==> src/sv/pcda_pkg.sv <==
package pcda_pkg;

    // Field widths fixed by the interface
    localparam int PORT_W    = 6;
    localparam int BYTE_W    = 64;
    localparam int CNT_W     = 32;
    localparam int LIMIT_W   = 63;
    localparam int NUM_SMALL = 6;

    // Default table depth
    localparam int DEF_PORTS = 64;

    // Configuration port
    localparam int CFG_IDX_W  = 2;
    localparam int CFG_DATA_W = LIMIT_W;

    localparam logic [CFG_IDX_W-1:0] CFG_NARROW     = 2'd0;
    localparam logic [CFG_IDX_W-1:0] CFG_MAX_WIDE   = 2'd1;
    localparam logic [CFG_IDX_W-1:0] CFG_MAX_NARROW = 2'd2;

    localparam logic               RST_NARROW     = 1'b1;
    localparam logic [LIMIT_W-1:0] RST_MAX_WIDE   = 63'd10000000000000;
    localparam logic [CNT_W-1:0]   RST_MAX_NARROW = 32'h7FFF_FFFF;

    // Slots of the small counters: packets, errors, drops, rx then tx
    localparam int SM_PKT_RX = 0;
    localparam int SM_ERR_RX = 1;
    localparam int SM_DRP_RX = 2;
    localparam int SM_PKT_TX = 3;
    localparam int SM_ERR_TX = 4;
    localparam int SM_DRP_TX = 5;

    typedef logic [NUM_SMALL-1:0][CNT_W-1:0] t_small;

    typedef struct packed {
        logic [BYTE_W-1:0] sum_brx;
        logic [BYTE_W-1:0] sum_btx;
        t_small            sum_small;
    } t_sums;

    // One table row per port
    typedef struct packed {
        logic              seen;
        logic [BYTE_W-1:0] last_brx;
        logic [BYTE_W-1:0] last_btx;
        logic [CNT_W-1:0]  last_nrx;
        logic [CNT_W-1:0]  last_ntx;
        t_small            last_small;
        t_sums             sums;
    } t_row;

    typedef struct packed {
        logic [BYTE_W-1:0] brx;
        logic [BYTE_W-1:0] btx;
        t_small            small_cnt;
    } t_sample;

    typedef struct packed {
        logic [BYTE_W-1:0] drx;
        logic [BYTE_W-1:0] dtx;
        t_small            dsmall;
    } t_delta;

    typedef struct packed {
        logic disc;
        logic first;
        logic wide_hit;
    } t_flags;

endpackage

==> src/sv/pcda_delta.sv <==
module pcda_delta
    import pcda_pkg::*;
(
    input  t_row    i_row,
    input  t_sample i_sample,
    input  logic    i_narrow,
    output t_delta  o_delta
);

    logic [CNT_W-1:0] nrx;
    logic [CNT_W-1:0] ntx;

    // Byte deltas: 32-bit wrap in narrow mode, full width otherwise.
    // Small counter deltas wrap at 32 bits.
    always_comb begin
        nrx = i_sample.brx[CNT_W-1:0] - i_row.last_nrx;
        ntx = i_sample.btx[CNT_W-1:0] - i_row.last_ntx;
        if (i_narrow) begin
            o_delta.drx = {{(BYTE_W-CNT_W){1'b0}}, nrx};
            o_delta.dtx = {{(BYTE_W-CNT_W){1'b0}}, ntx};
        end else begin
            o_delta.drx = i_sample.brx - i_row.last_brx;
            o_delta.dtx = i_sample.btx - i_row.last_btx;
        end
        for (int k = 0; k < NUM_SMALL; k++) begin
            o_delta.dsmall[k] = i_sample.small_cnt[k] - i_row.last_small[k];
        end
    end

endmodule

==> config.mk <==
export PLATFORM = sky130hd
export DESIGN_NAME = pcda_delta
export DESIGN_NICKNAME = d
export VERILOG_FILES = /design/src/sv/pcda_pkg.sv /design/src/sv/pcda_delta.sv
export SDC_FILE = /design/constraint.sdc
export NUM_CORES = 1
export LEC_CHECK = 0
export BUFFER_PORTS_ARGS = -buffer_cell sky130_fd_sc_hd__clkbuf_2
export CAP_MARGIN = 20
export CORE_AREA = 3 3 516 518
export DETAILED_ROUTE_END_ITERATION = 16
export DIE_AREA = 0 0 519 521
export PLACE_DENSITY = 0.3
export SLEW_MARGIN = 15
export SYNTH_ARGS = -nofsm -noshare
export SYNTH_HDL_FRONTEND = slang
export SYNTH_SLANG_ARGS = --single-unit
==> constraint.sdc <==
create_clock -name vclk -period 13.6
set_input_delay 2.72 -clock vclk [all_inputs]
set_output_delay 2.72 -clock vclk [all_outputs]
set_load 0.03 [all_outputs]
==> flow_metrics.py <==
metrics = {
    "die": {
        "die_h_um": 521,
        "row_count": 188,
        "ios": 1346,
        "die_area_mm2": 0.270,
        "fp.coreArea_mm2": 0.262,
        "die_x_um": 519,
        "initial_utilization_pct": 8.30,
    },
    "grt": {
        "grt_usage_pct": 11.5,
        "grt_pass1_wl_um": 222000,
        "grt_overflow_total": 0,
        "grt_max_degree": 58,
        "use_met1_pct": 14.4,
        "antenna_found_initial": 112,
        "grt_busiest_layer": "met2",
        "use_met3_pct": 4.85,
        "first_global_vias": 27900,
        "met2_usage_pct": 18.5,
    },
    "timing": {
        "setup_viol": 0,
        "period_needed_ns": 9.75,
        "fmax_ghz": 0.103,
        "worst_pin_slew_ns": 0.909,
        "setup-tns-final_ns": 0,
        "slew_headroom_pct": 39.1,
        "hold_viol_final": 0,
        "drv_slew": 0,
        "post-route-period-util_pct": 71.7,
        "grt_setup_unrepaired": "no",
    },
    "cells_and_area": {
        "syn2layout_area_growth_pct": 42.3,
        "design.seq.count": 0,
        "fin_area_mm2": 0.0309,
        "multi_input_area_mm2": 0.0196,
        "regArea_um2": 0,
        "n_fill_cell": 31100,
        "nets": 5644,
        "drive_gt1_share_pct": 25.8,
        "stdcell_count": 7761,
        "n_clock_buffer": 0,
    },
    "placement": {
        "place_congestion": 0.914,
        "dp_cells": 7747,
        "dp_hpwl_um": 155000,
        "io_buffers": 1025,
        "placed_area_mm2": 0.0309,
    },
    "route": {
        "routedWlPerCell_um": 21.3,
        "remaining_drc_errors": 0,
        "firstDrtPassIters": 5,
        "final_antenna_net_count": 0,
        "wl_um": 165000,
        "dr_total_vias": 27700,
        "vias_per_cell": 3.57,
        "drtIter0Drc": 1479,
    },
    "synth": {
        "syn_nets": 4699,
        "synth-seq-area-share_pct": 0,
        "synth_area_mm2": 0.0217,
        "synthDistinctLibCells": 91,
        "yosysTopAreaCellShare_pct": 21.5,
        "syn-mean-instance-area_um2": 6.61,
        "syn_inst": 3289,
        "ys_top_cells_by_count": "461 x inv_1, 374 x ha_1, 321 x a21oi_1",
        "yosysWarnings": 0,
        "synth_most_common_cell": "inv_1",
        "yosysTopAreaCell": "ha_1",
        "yosys-top-cells-area": "ha_1 22%, xnor2_1 8.6%, inv_1 8.0%",
    },
    "critical_path": {
        "start_kind": "primary input",
        "path_class": "in -> out",
        "end_kind": "primary output",
        "crit_arrival_ns": 7.03,
        "cpPeakStageDelay_ns": 0.62,
        "path_cells": "clkbuf_2 -> inv_1 -> ha_1 -> fa_1 -> and2b_1 -> o2111ai_1 -> a211oi_2 -> nor3_1 -> o2111ai_1 -> a31oi_1 -> o31ai_2 -> a21boi_1 -> o41ai_2 -> mux2_2 -> clkbuf_2",
        "cp_max_fo": 3,
        "cp_slowest_cell": "o31ai_2",
        "cp.required_ns": 10.88,
    },
    "status": {
        "status": "finished clean",
    },
    "run": {
        "cap_violations": 0,
    },
    "min_path": {
        "holdCritPathClass": "in -> out",
        "whs_path_depth": 4,
    },
    "clocking": {
        "cts-resized-gates": 0,
        "hold_buffers": 0,
        "post_cts_buffers": 0,
    },
}
[metrics by stage]
stage	hold WS [ns]	setup WS, ns	utilization, %
4_1_cts	5.84	3.61	11.8
3_5_place_dp	5.84	3.64	11.8
2_1_floorplan	5.66	4.72	-
6_report	5.84	3.85	11.8
3_3_place_gp	5.85	3.61	11.8
5_1_grt	5.86	3.38	11.8
[cell usage in the layout, fill, tap and decap left out, types with 26 or more instances in the layout]
master / netlist / layout
nor3_1: 52 / 52
nor2_1: 252 / 252
a31oi_1: 43 / 43
a21o_1: 211 / 211
o21ai_0: 197 / 197
nand3_1: 66 / 66
nand2b_1: 49 / 49
nand2_1: 230 / 230
ha_1: 374 / 374
inv_1: 461 / 460
xnor2_1: 214 / 214
o21bai_1: 45 / 45
clkbuf_2: 4 / 1024
or3_1: 34 / 34
nor2b_1: 49 / 49
nand4_1: 58 / 58
xor2_1: 110 / 110
a21oi_1: 321 / 321
o21a_1: 56 / 56
a211oi_1: 26 / 26
[layout make-up]
cell class,count,share of cell area [%]
well taps,3515,14.2
multi-input cells,2739,63.3
repair buffers,1032,16.8
inverters,461,5.59
diodes,14,0.113
[kinds of logic (layout without fill, tap and decap cells)]
logic type | count (synthesis) | in the layout | synth area share (%)
other | 0 | 14 | 0
AND/OR/NAND/NOR | 880 | 880 | 19.3
adder cells (fa/ha/maj) | 384 | 384 | 22.4
AO/OA/AOI/OAI | 1135 | 1135 | 34.5
buffers and inverters | 550 | 1493 | 9.91
multiplexers | 16 | 16 | 0.766
XOR/XNOR | 324 | 324 | 13.1
[final timing paths]
check,start,to,slack [ns]
setup / recovery,i_sample[192],o_delta[252],3.85
hold / removal,i_row[416],o_delta[96],5.84
[critical path, delay by kind of cell]
family / cells / cell delay [ns]
AO/OA/AOI/OAI: 7 / 2.44
adder cells (fa/ha/maj): 2 / 0.65
buffers and inverters: 3 / 0.39
multiplexers: 1 / 0.39
AND/OR/NAND/NOR: 2 / 0.39
[metal layers]
| metal | wire length, um | vias to the layer above | share of wire (%) |
|---|---|---|---|
| li1 | - | 13500 | - |
| met1 | 71700 | 12800 | 43 |
| met2 | 72200 | 1108 | 44 |
| met3 | 17800 | 178 | 11 |
| met4 | 3310 | 30 | 2.0 |
| met5 | 189 | - | 0.11 |
